[src/design/pmft_pkg.sv]
package pmft_pkg;

    localparam int LOGICAL_PAGES_DEF   = 64;
    localparam int PHYSICAL_PAGES_DEF  = 128;
    localparam int PAGES_PER_BLOCK_DEF = 16;
    localparam int BLOCKS_DEF          = 8;

    typedef enum logic [1:0] {
        OP_WRITE   = 2'd0,
        OP_READ    = 2'd1,
        OP_COLLECT = 2'd2,
        OP_RESET   = 2'd3
    } op_t;

    typedef enum logic [1:0] {
        ST_OK       = 2'd0,
        ST_UNMAPPED = 2'd1,
        ST_NO_FREE  = 2'd2
    } status_t;

    localparam logic [1:0] PG_FREE    = 2'd0;
    localparam logic [1:0] PG_VALID   = 2'd1;
    localparam logic [1:0] PG_INVALID = 2'd2;

endpackage

[src/design/pmft_map_mem.sv]
// Logical-to-physical map with a valid bit per entry.
module pmft_map_mem
    import pmft_pkg::*;
#(
    parameter int LOGICAL_PAGES  = LOGICAL_PAGES_DEF,
    parameter int PHYSICAL_PAGES = PHYSICAL_PAGES_DEF,
    localparam int LW = $clog2(LOGICAL_PAGES),
    localparam int PW = $clog2(PHYSICAL_PAGES)
)
(
    input  logic          clk,
    input  logic          rst_n,
    input  logic          clear,
    input  logic          rd_en,
    input  logic [LW-1:0] rd_addr,
    output logic          rd_valid,
    output logic [PW-1:0] rd_page,
    input  logic          wr_en,
    input  logic [LW-1:0] wr_addr,
    input  logic [PW-1:0] wr_page
);

    logic [PW-1:0] page_mem [LOGICAL_PAGES];
    logic [LOGICAL_PAGES-1:0] valid_reg;
    logic [PW-1:0] page_q;
    logic          valid_q;

    always_ff @(posedge clk)
    begin
        if (wr_en)
        begin
            page_mem[wr_addr] <= wr_page;
        end
        if (rd_en)
        begin
            page_q <= page_mem[rd_addr];
        end
    end

    always_ff @(posedge clk or negedge rst_n)
    begin
        if (!rst_n)
        begin
            valid_reg <= '0;
            valid_q   <= 1'b0;
        end
        else
        begin
            if (clear)
            begin
                valid_reg <= '0;
            end
            else if (wr_en)
            begin
                valid_reg[wr_addr] <= 1'b1;
            end
            if (rd_en)
            begin
                valid_q <= valid_reg[rd_addr];
            end
        end
    end

    assign rd_valid = valid_q;
    assign rd_page  = page_q;

endmodule

[config.mk]
export PLATFORM = sky130hd
export DESIGN_NAME = pmft_map_mem
export DESIGN_NICKNAME = d
export VERILOG_FILES = /design/src/design/pmft_pkg.sv /design/src/design/pmft_map_mem.sv
export SDC_FILE = /design/constraint.sdc
export NUM_CORES = 1
export LEC_CHECK = 0
export BUFFER_PORTS_ARGS = -buffer_cell sky130_fd_sc_hd__buf_2
export CAP_MARGIN = 20
export CELL_PAD_IN_SITES_DETAIL_PLACEMENT = 0
export CELL_PAD_IN_SITES_GLOBAL_PLACEMENT = 1
export CORE_MARGIN = 5
export CORE_UTILIZATION = 45
export DETAILED_ROUTE_END_ITERATION = 7
export PLACE_DENSITY_LB_ADDON = 0.1
export SLEW_MARGIN = 20
export SYNTH_ARGS = -nofsm -noshare
export SYNTH_HDL_FRONTEND = slang
export SYNTH_SLANG_ARGS = --single-unit
export TNS_END_PERCENT = 5
[constraint.sdc]
create_clock -name clk -period 5.3 [get_ports clk]
set_clock_uncertainty 0.15 [all_clocks]
set_input_delay 0.795 -clock clk [delete_from_list [all_inputs] [get_ports clk]]
set_output_delay 0.795 -clock clk [all_outputs]
set_load 0.05 [all_outputs]
Yosys cells after proc, flatten, opt, wreduce, memory -nomap -nowiden
Memory sizes are Yosys's and may differ from the RTL's. A register that Yosys moved wholly into a read port is not among the register bits. Cells that the tools add are included.

Output and inout port bits: 8. Bits of input ports: 24. RAM bits: 448. Register bits: 65. Logic and storage cells: 17. Memories: 1.

Bitwise logic cells: 1. Magnitude comparators: 3. Reduce and logical (&&, ||, !) cells: 2. Muxes and demuxes: 8.

Memories: page_mem (depth 64, bits a word 7, rd ports 1, clocked after memory_dff 1, wr ports 1, RTL line pmft_map_mem.sv:23) `logic [PW-1:0] page_mem [LOGICAL_PAGES];`.

Operator list (count): 2-to-1 mux 64 bit (2); bitwise OR 64 bit (1); < comparator 6 x 7 -> 1 bit (second input constant) (2); binary-select mux 1 bit (select 6 bit) (1); demux 1 bit (select 6 bit) (1); greater-or-equal comparator 6 x 1 -> 1 bit (second input constant) (1); 2-to-1 mux 1 bit (4); nonzero test 2 bit (1); logical AND 1 bit (1).

Longest topological paths before layout
Depth after elaboration: 7. Mapped depth: 8. Gate-level depth less buffers: 5.

Worst setup path before layout
No wires, ideal clock.

Path type: input -> register. Start: input port rd_addr[1]. End: register page_q[5] (netlist: rd_page[5]), read port of page_mem, data pin. Data required time: 4.894 ns. Setup slack: 2.394 ns. Library setup time: 0.256 ns. Buffers on the path: 3. Arrival time: 2.500 ns. Stages on the path: 7. Path through: buf_2 buf_2 clkbuf_1 mux4_2 mux4_2 o22ai_1 nor2_1.

RTL lines: start, declared (RTL line pmft_map_mem.sv:15) `input logic [LW-1:0] rd_addr,`; end, declared (RTL line pmft_map_mem.sv:25) `logic [PW-1:0] page_q;`.

==> summary.txt <==
Gate count of the mapped netlist: 1,016
Largest net degree at the start of global routing: 65
Routed len/inst: 28.3 um
CTS HTree Levels: 2
Die ar.: 49,500 um2
Largest area contributor in the netlist: edfxtp_1
Ports: 32
Dominant cell by count in the synthesized netlist: edfxtp_1
Placer congestion estimate: 0.749
Tightest Pin Transition: 1.11 ns
WP data required: 5.47 ns
Total GRT Usage: 19.9%
Peak supply drop: 227 uV
Final setup violation count: 0
Worst R2R Setup Slack: 2.96 ns
Port Buffer Count: 31
Clock buffer count from CTS: 53
Clk root buf: clkbuf_16
Period utilization: 61.8%
Sequential area share after synthesis: 75.2%
Setup crit end kind: flop
Most frequent cell on the critical path: mux4_2
Primary FF master, synth: edfxtp_1
Syn Nets: 1,040
Clk buf depth: 3
TritonCTS clock tree: yes
Fill cells: 3,547
Worst EP arrival: 3.45 ns
Setup TNS: 0 ns
Share of layout cells above drive strength 1: 25.9%
Worst-path fanout max: 51
CP Launch Type: input pin
HP Class: reg -> reg
Vias: 9,931
Setup slack at placement: 1.31 ns
Leak Pwr: 7.56 nW
Core area: 44,400 um2
Net count, final: 1,101
Slowest stage delay, CP: 0.59 ns
Global route overflow: 0
Inserted Diodes: 0
Min-delay src: valid_reg[18]$_DFFE_PN0P_
Crit path from: rd_addr[0]
Drt drc: 0
First-pass GRT wire length: 72,300 um
FP Rows: 77
Max Clock Freq: 305 MHz
Count of cell types in the netlist: 31
Reg-to-reg startpoint: page_mem[62][1]$_DFFE_PP_
Post-cts sizing count: 0
Via-to-Cell Ratio: 5.80
Post CTS Setup Buffer Count: 0
Initial antenna violation count: 0
Leading post-synthesis cells by cell area: edfxtp_1 67%, mux4_2 17%, dfrtp_1 8.0%, nor2_1 3.6%, mux2i_1 1.0%
Area Overhead vs Synth: 12.9%
Slowest-stage cell, CP: mux4_2
Status: finished, final reports clean
PD cells: 376 nW/um2
DIE WIDTH: 223 um
Hold Vio Cnt, Final: 0
CP Cell Sequence: clkbuf_8 > buf_12 > mux4_2 > mux4_2 > o22ai_1 > nor2_1
Top post-synthesis cells by count: 455 x edfxtp_1, 193 x nor2_1, 149 x mux4_2
Vias in the first global route: 10,200
Fin crit period: 3.28 ns
Drt first pass iters: 5
Syn avg cell area: 20.0 um2
RSZ-0062 raised after global routing: false
HPWL after detailed placement: 29,800 um
# Max-Cap Violations: 0
Mapped Area: 20,300 um2
Initial Utilization: 45.8%
First DRT Iteration DRCs: 1,002
Max reg flops: 448
DRT Wirelength: 48,500 um
Relative slew slack: 25.4%
Cell family with most CP delay: multiplexers
Die Y-Extent: 223 um
Clock Sinks: 520
Share of the synthesized area in the top cell type: 67.2%
Number of flops mapped to enable cells by yosys: 455
Flops & latches, synth: 520
Syn. warnings: 0
Final WS setup: 2.02 ns
Max-slew violation count: 0
Post-DRT Antenna Nets: 0
Asr flop ratio synth: 12.5%
CP Class: in -> reg
Clock slew at reported path FFs: 0.06 ns
Insertion delay to the later sink of the worst-skew pair: 0.59 ns
Hold buffers post-CTS: 1
Buf/Inv on CP: 2
[kinds of logic (layout without fill, tap and decap cells)]
| kind of cell | after synthesis | after routing | share of synthesized area, % |
|---|---|---|---|
| flip-flops | 520 | 520 | 75.2 |
| AND/OR/NAND/NOR | 239 | 239 | 4.78 |
| multiplexers | 170 | 170 | 17.5 |
| buffers and inverters | 57 | 160 | 1.44 |
| AO/OA/AOI/OAI | 30 | 30 | 0.991 |
[final cells by class]
class / instances / area, um2 / area share (%)
Timing Repair Buffer: 61 / 447 / 1.95
Multi-Input combinational cell: 439 / 4770 / 20.8
Inverter: 2 / 7.51 / 0.0327
Clock buffer: 65 / 1370 / 5.98
Tap cell: 592 / 741 / 3.23
Clock inverter: 32 / 322 / 1.40
Sequential cell: 520 / 15300 / 66.6
[layout by cell type, fill, tap and decap left out, types with 3 or more instances in the layout]
master	instances
edfxtp_1	455
nor2_1	193
mux4_2	149
dfrtp_1	65
clkbuf_16	53
buf_4	33
buf_2	23
mux2i_1	21
clkinv_1	13
o22ai_1	12
clkbuf_1	12
nand2_1	11
nand3_1	11
clkinv_2	11
bufinv_16	7
nor2b_1	6
nand2b_1	5
a21oi_1	5
nor3_2	4
a22oi_1	4
a31oi_1	3
buf_12	3
[worst min-delay path: stages, from the launching register on]
cell and delay, ns:
dfrtp_1 0.34, nor2_1 0.05, nor2_1 0.07
[metrics by stage]
stage          util [%]  instance area, um2  hold WS, ns  cells  power (mW)
2_1_floorplan         -               20300        0.311   1016        4.85
6_report           51.7               23000        0.345   1711        8.63
4_1_cts            51.6               22900        0.347   1710        8.73
3_5_place_dp       47.8               21200        0.333   1612        5.04
5_1_grt            51.7               23000        0.368   1711        8.93
3_3_place_gp       47.8               21200        0.323   1612        5.04
[where the power goes]
part / total, mW / internal (mW) / switching, mW / leakage (nW)
clock: 3.69 / 2.17 / 1.52 / 0.830
combinational: 0.440 / 0.163 / 0.277 / 1.73
sequential: 4.50 / 4.49 / 0.0111 / 5.00
total: 8.63 / 6.82 / 1.81 / 7.56
[metal layers]
metal	routed length [um]	up-vias	global-route usage (%)
li1	-	4204	-
met2	22900	300	30.3
met4	958	0	5.18
met3	2910	59	3.60
met1	21700	5368	30.3
met5	0	-	0
[final timing paths]
check | cells past startpoint | endpoint
worst min-delay path | 2 | valid_reg[18]$_DFFE_PN0P_
worst max register to register | 4 | rd_page[1]$_DFFE_PP_
worst max-delay path | 6 | rd_page[1]$_DFFE_PP_
max in group asynchronous | 3 | valid_reg[37]$_DFFE_PN0P_
worst min register to register | 2 | valid_reg[18]$_DFFE_PN0P_
min in group asynchronous | 2 | valid_reg[28]$_DFFE_PN0P_
Power figures use the tool's default switching activity.
