File: src/design/pmft_pkg.sv
package pmft_pkg;

    localparam int LOGICAL_PAGES_DEF   = 64;
    localparam int PHYSICAL_PAGES_DEF  = 128;
    localparam int PAGES_PER_BLOCK_DEF = 16;
    localparam int BLOCKS_DEF          = 8;

    typedef enum logic [1:0] {
        OP_WRITE   = 2'd0,
        OP_READ    = 2'd1,
        OP_COLLECT = 2'd2,
        OP_RESET   = 2'd3
    } op_t;

    typedef enum logic [1:0] {
        ST_OK       = 2'd0,
        ST_UNMAPPED = 2'd1,
        ST_NO_FREE  = 2'd2
    } status_t;

    localparam logic [1:0] PG_FREE    = 2'd0;
    localparam logic [1:0] PG_VALID   = 2'd1;
    localparam logic [1:0] PG_INVALID = 2'd2;

endpackage

File: src/design/pmft_page_mem.sv
// Page state and page data memory. One synchronous port each for read and
// write, read data registered. A page counts as free until its first write
// since the last clear; the valid bits live here because the state reset must
// take effect at once.
module pmft_page_mem
    import pmft_pkg::*;
#(
    parameter int PHYSICAL_PAGES = PHYSICAL_PAGES_DEF,
    localparam int PW = $clog2(PHYSICAL_PAGES)
)
(
    input  logic          clk,
    input  logic          rst_n,
    input  logic          clear,
    input  logic          rd_en,
    input  logic [PW-1:0] rd_addr,
    output logic [1:0]    rd_state,
    output logic [31:0]   rd_data,
    input  logic          wr_en,
    input  logic          wr_data_en,
    input  logic [PW-1:0] wr_addr,
    input  logic [1:0]    wr_state,
    input  logic [31:0]   wr_data
);

    logic [1:0]  state_mem [PHYSICAL_PAGES];
    logic [31:0] data_mem  [PHYSICAL_PAGES];
    logic [PHYSICAL_PAGES-1:0] touched_reg;
    logic [1:0]  state_q;
    logic [31:0] data_q;
    logic        hit_q;

    always_ff @(posedge clk)
    begin
        if (wr_en)
        begin
            state_mem[wr_addr] <= wr_state;
        end
        if (wr_data_en)
        begin
            data_mem[wr_addr] <= wr_data;
        end
        if (rd_en)
        begin
            state_q <= state_mem[rd_addr];
            data_q  <= data_mem[rd_addr];
        end
    end

    always_ff @(posedge clk or negedge rst_n)
    begin
        if (!rst_n)
        begin
            touched_reg <= '0;
            hit_q       <= 1'b0;
        end
        else
        begin
            if (clear)
            begin
                touched_reg <= '0;
            end
            else if (wr_en)
            begin
                touched_reg[wr_addr] <= 1'b1;
            end
            if (rd_en)
            begin
                hit_q <= touched_reg[rd_addr];
            end
        end
    end

    // Data of a page only read while the page is valid, so written since clear.
    assign rd_state = hit_q ? state_q : PG_FREE;
    assign rd_data  = data_q;

endmodule

File: config.mk
export PLATFORM = sky130hd
export DESIGN_NAME = pmft_page_mem
export DESIGN_NICKNAME = d
export VERILOG_FILES = /design/src/design/pmft_pkg.sv /design/src/design/pmft_page_mem.sv
export SDC_FILE = /design/constraint.sdc
export NUM_CORES = 2
export LEC_CHECK = 0
export BUFFER_PORTS_ARGS = -buffer_cell sky130_fd_sc_hd__buf_2
export CAP_MARGIN = 10
export CORE_MARGIN = 1.5
export CORE_UTILIZATION = 30
export CTS_CLUSTER_SIZE = 16
export DETAILED_ROUTE_END_ITERATION = 7
export PLACE_DENSITY = 0.56
export SLEW_MARGIN = 20
export SYNTH_ARGS = -nofsm -noshare
export SYNTH_HDL_FRONTEND = slang
export SYNTH_MEMORY_MAX_BITS = 65536
export SYNTH_SLANG_ARGS = --single-unit
File: constraint.sdc
create_clock -name clk -period 2.8 [get_ports clk]
set_input_delay 0.42 -clock clk [delete_from_list [all_inputs] [get_ports clk]]
set_output_delay 0.42 -clock clk [all_outputs]
set_load 0.05 [all_outputs]
# Word-level counts from Yosys, hierarchy flattened
# Memory sizes are Yosys's and may differ from the RTL's. A register that Yosys moved wholly into a read port is not among the register bits.
# Index checks and enable logic that the tools add are counted.
# word_totals
mem_count	2
regBits	129
input_bits	54
elab_cells	21
ram_bits	4352
out_inout_bits	34
# op_classes
n_mux	11
bitwise	1
reduce_logical	2
magnitude_cmp	3
# memory_table
name	words	word_bits	rd	rd_clocked_by_memory_dff	wr	line_no	rtl
data_mem	128	32	1	1	1	pmft_page_mem.sv:27	logic [31:0] data_mem [PHYSICAL_PAGES];
state_mem	128	2	1	1	1	pmft_page_mem.sv:26	logic [1:0] state_mem [PHYSICAL_PAGES];
# ops
cell	n
$mux W128	2
$or A128 B128 Y128	1
$lt A7 B8 Y1 const B	2
$bmux W1 S7	1
$demux W1 S7	1
$ge A7 B1 Y1 const B	1
$mux W1	6
$mux W2	1
$reduce_bool A2 Y1	1
$logic_and A1 B1 Y1	1

# Depth between registers and ports, before layout
# logic_depth
ltp_word	7
depth_mapped	11

# Worst setup path after synthesis
# OpenSTA, ideal clock, no wires.
# synth_path
kind	input to register
start	in wr_addr[0]
end	mem data_mem[62][0], enable pin
setup_time_ns	0.421
t_arrival_ns	2.646
path_stages	5
slack_ns	-0.268
cell_sequence	clkbuf_1 > nor2b_1 > nand3_1 > clkbuf_1 > nor2_1
# synth_lines
element	line_no	rtl
start, declared	pmft_page_mem.sv:21	input logic [PW-1:0] wr_addr,
end, declared	pmft_page_mem.sv:27	
# No word-level cell before the write port.

==> reports/qor.yml <==
pwr:
  vdd_ir_drop_max_mv: 0.5509
  p_total_w: 0.1395
  switching_power_w: 0.03021
  leakagePower_nw: 62.83
  clock_power_share_pct: 41.0
  p_per_area_nw_per_um2: 684.2
  p_int_w: 0.1093
  combinationalPowerShare_pct: 5.4
  swShare_pct: 21.66
  seqPwrFrac_pct: 53.6
job:
  maxCapViolations: 0
sta:
  skew_ns: 0.1041
  fmaxAchievable_mhz: 352.5
  grt_setup_unrepaired: "false"
  period_needed_ns: 2.837
  relSlewSlack_pct: 26.69
  worstMarginPinSlew_ns: 1.100
  setup_viol: 2
  hold_violations: 0
  period_share_pct: 101.3
  drv_slew: 0
  setup_ws_ns: -0.03692
  whs_ns: 0.03506
yosys:
  syn_nets: 7138
  synth_cells: 7084
  synth_seq_cells: 4515
  yosysWarnings: 0
  netlist_area_um2: 171600
  avgSynthCellArea_um2: 24.23
  synth.distinct_cells: 32
  synth_seq_area_share_pct: 78.61
cells_and_area:
  fin_nets: 7973
  fill_cells: 51240
  area_delta_synth_final_pct: 18.78
  drive_above_1_share_pct: 35.17
  largest_reg_flops: 4096
  fin_util_pct: 35.80
floorplan:
  core_um2: 569400
  ios: 88
  die_w_um: 759.4
  dieHeight_um: 759.4
  dieArea_um2: 576700
  rows: 277
  initial_core_util_pct: 30.14
routing:
  maxUsedRoutingLayer: "met5"
  drc: 0
  drtAntennaViolNets: 2
  drt_pass1_iterations: 6
  viasPerCell: 5.153
  wl_met2_um: 226300
  met1Wirelength_um: 198000
  routedWlPerCell_um: 30.31
  vias: 82060
  drt-total-wl_um: 482700
  wl_met3_um: 47410
  drt_iter0_markers: 11790
critical_path:
  critPathLaunchType: "flop"
  crit_required_ns: 3.54
  path_max_fanout: 1
  cp-end-kind: "flop"
  worstSetupPathType: "flop to flop"
  cp.arrival_ns: 3.58
global_route:
  grt.overflow.total: 0
  grt_usage_pct: 16.31
  grt_pass1_wl_um: 668100
  antenna_found_initial: 64
  grt_max_degree: 129
  first_global_vias: 83290
place:
  dp_hpwl_um: 283100
  portBuffers: 87
  gp_congestion: 0.8086
clock_tree:
  cts_root_buffer: "clkbuf_16"
  clock_latency_ns: 1.02
  post_cts_buffers: 0
  cts_buffer_depth: 4
  clk_pin_slew_ns: 0.06
  clock_sinks: 4515
  cts-buffers-inserted: 430
  htree_levels: 5
  tritoncts: "done"
outcome:
  status: "finished, violations left"
  violations: "antenna violations, negative setup slack"
hold_path:
  hold_class: "input port to flop"
[critical path: stages (launching register included)]
cell and delay [ns]:
edfxtp_1 0.37, mux4_2 0.47, mux4_2 0.56, o22ai_1 0.62, buf_4 0.30, nor4_2 0.05, buf_4 0.18
[cell families after synthesis]
family | count (synthesis) | synth area share [%]
flops | 4515 | 78.61
simple gates | 591 | 1.400
compound gates | 174 | 0.6837
buf+inv | 395 | 1.004
mux | 1409 | 18.30
[per-stage QoR]
step           cells  setup WS (ns)  area, µm²   TNS, ns
2_1_floorplan   7084        -0.2676     171600   -503.89
3_3_place_gp   14990         -1.230     189600    -20.04
3_5_place_dp   14990        -0.9122     189600    -19.01
4_1_cts        15800        0.01359     203600         0
5_1_grt        15810        0.02046     203600         0
6_report       15920       -0.03692     203900  -0.04320
[cells in the final DEF, fill, tap and decap left out, types with 4 or more instances in the layout]
cell | synthesis | routed
clkinv_8 | 0 | 5
buf_4 | 16 | 430
clkbuf_16 | 0 | 433
clkinv_16 | 0 | 6
inv_6 | 0 | 6
a22oi_1 | 7 | 7
mux4_2 | 1383 | 1383
o22ai_2 | 0 | 5
nand4_1 | 4 | 4
diode_2 | 0 | 121
clkinv_2 | 0 | 77
clkbuf_1 | 225 | 99
buf_2 | 127 | 44
nor4_1 | 34 | 33
buf_12 | 0 | 287
a221oi_1 | 4 | 4
nand3_2 | 0 | 8
dlygate4sd3_1 | 0 | 28
dfrtp_1 | 129 | 129
inv_16 | 0 | 6
o21ba_2 | 17 | 17
clkinv_1 | 0 | 95
nor2_4 | 0 | 128
edfxtp_1 | 4386 | 4386
mux2i_1 | 22 | 22
bufinv_16 | 0 | 36
mux2_2 | 4 | 4
nor2b_1 | 11 | 11
or3_2 | 0 | 4
nor2_1 | 483 | 355
nand2_1 | 24 | 21
o22ai_1 | 136 | 131
a21oi_1 | 6 | 6
clkinvlp_4 | 0 | 12
clkinv_4 | 0 | 5
nand3_1 | 23 | 15
[layer usage]
layer  GRT usage [%]  vias to the layer above
met5               0                        -
met4           3.433                       22
met3           3.592                      592
met2           25.82                     3723
met1           23.19                    45380
li1                -                    32340
[path summary, 6_finish.rpt]
check                           slack, ns  depth (start not counted)               end        startpoint
worst max-delay path                -0.04                          6       rd_data[24]  data_mem[87][24]
worst max register to register      -0.04                          6       rd_data[24]  data_mem[87][24]
max in group asynchronous            1.58                          3   touched_reg[19]             rst_n
worst min-delay path                 0.04                          2  state_mem[72][0]       wr_state[0]
worst min register to register       0.49                          2   touched_reg[56]   touched_reg[56]
min in group asynchronous            0.45                          2  touched_reg[115]             rst_n
[Yosys cell counts]
cell / number / area (µm²)
o32ai_1: 1 / 8.760
buf_2: 127 / 635.6
mux4_2: 1383 / 31150
inv_1: 3 / 11.26
nor4_1: 34 / 212.7
buf_1: 20 / 75.07
nand4_1: 4 / 25.02
o21ba_2: 17 / 170.2
buf_4: 16 / 120.1
a311oi_1: 1 / 8.760
mux2_2: 4 / 45.04
or3_1: 4 / 25.02
a211oi_1: 1 / 7.510
nor2b_1: 11 / 68.82
nor2_1: 483 / 1813
mux2i_1: 22 / 220.2
a22oi_1: 7 / 52.55
buf_6: 3 / 33.78
dfrtp_1: 129 / 3228
nor3b_1: 1 / 7.510
nand2b_1: 3 / 18.77
and2_1: 3 / 18.77
a21oi_1: 6 / 30.03
nand3b_1: 1 / 7.510
inv_2: 1 / 3.750
nand3_1: 23 / 115.1
o22ai_1: 136 / 850.8
clkbuf_1: 225 / 844.6
nand2_1: 24 / 90.09
edfxtp_1: 4386 / 131700
a311o_1: 1 / 10.01
a221oi_1: 4 / 35.03
[final cells by class]
| class | count | area (µm²) | share of cell area (%) |
|---|---|---|---|
| sequential | 4515 | 134900 | 66.18 |
| multi-input combinational | 2174 | 36040 | 17.68 |
| clock buffer | 532 | 11210 | 5.497 |
| timing repair buffer | 794 | 9542 | 4.680 |
| tap | 7533 | 9425 | 4.623 |
| clock inverter | 250 | 2414 | 1.184 |
| antenna | 121 | 302.8 | 0.1485 |
| inverter | 4 | 15.01 | 0.007364 |
[power groups by stage]
stage / registers, W / clock network (W) / logic [W]
floorplan: 0.0761 / 0 / 0.00347
global placement: 0.0761 / 0 / 0.00746
detailed placement: 0.0761 / 0 / 0.00761
CTS: 0.0747 / 0.0582 / 0.00767
global route: 0.0747 / 0.0607 / 0.00792
finish: 0.0747 / 0.0572 / 0.00757
[what timing repair did]
item / CTS / global route
hold buffers: 28 / 0
gates resized for setup: 3 / 5
setup endpoints to repair: 2 / 3
endpoints found under the hold margin: 914 / 0
Note: power is estimated with default switching activity, not from simulation.
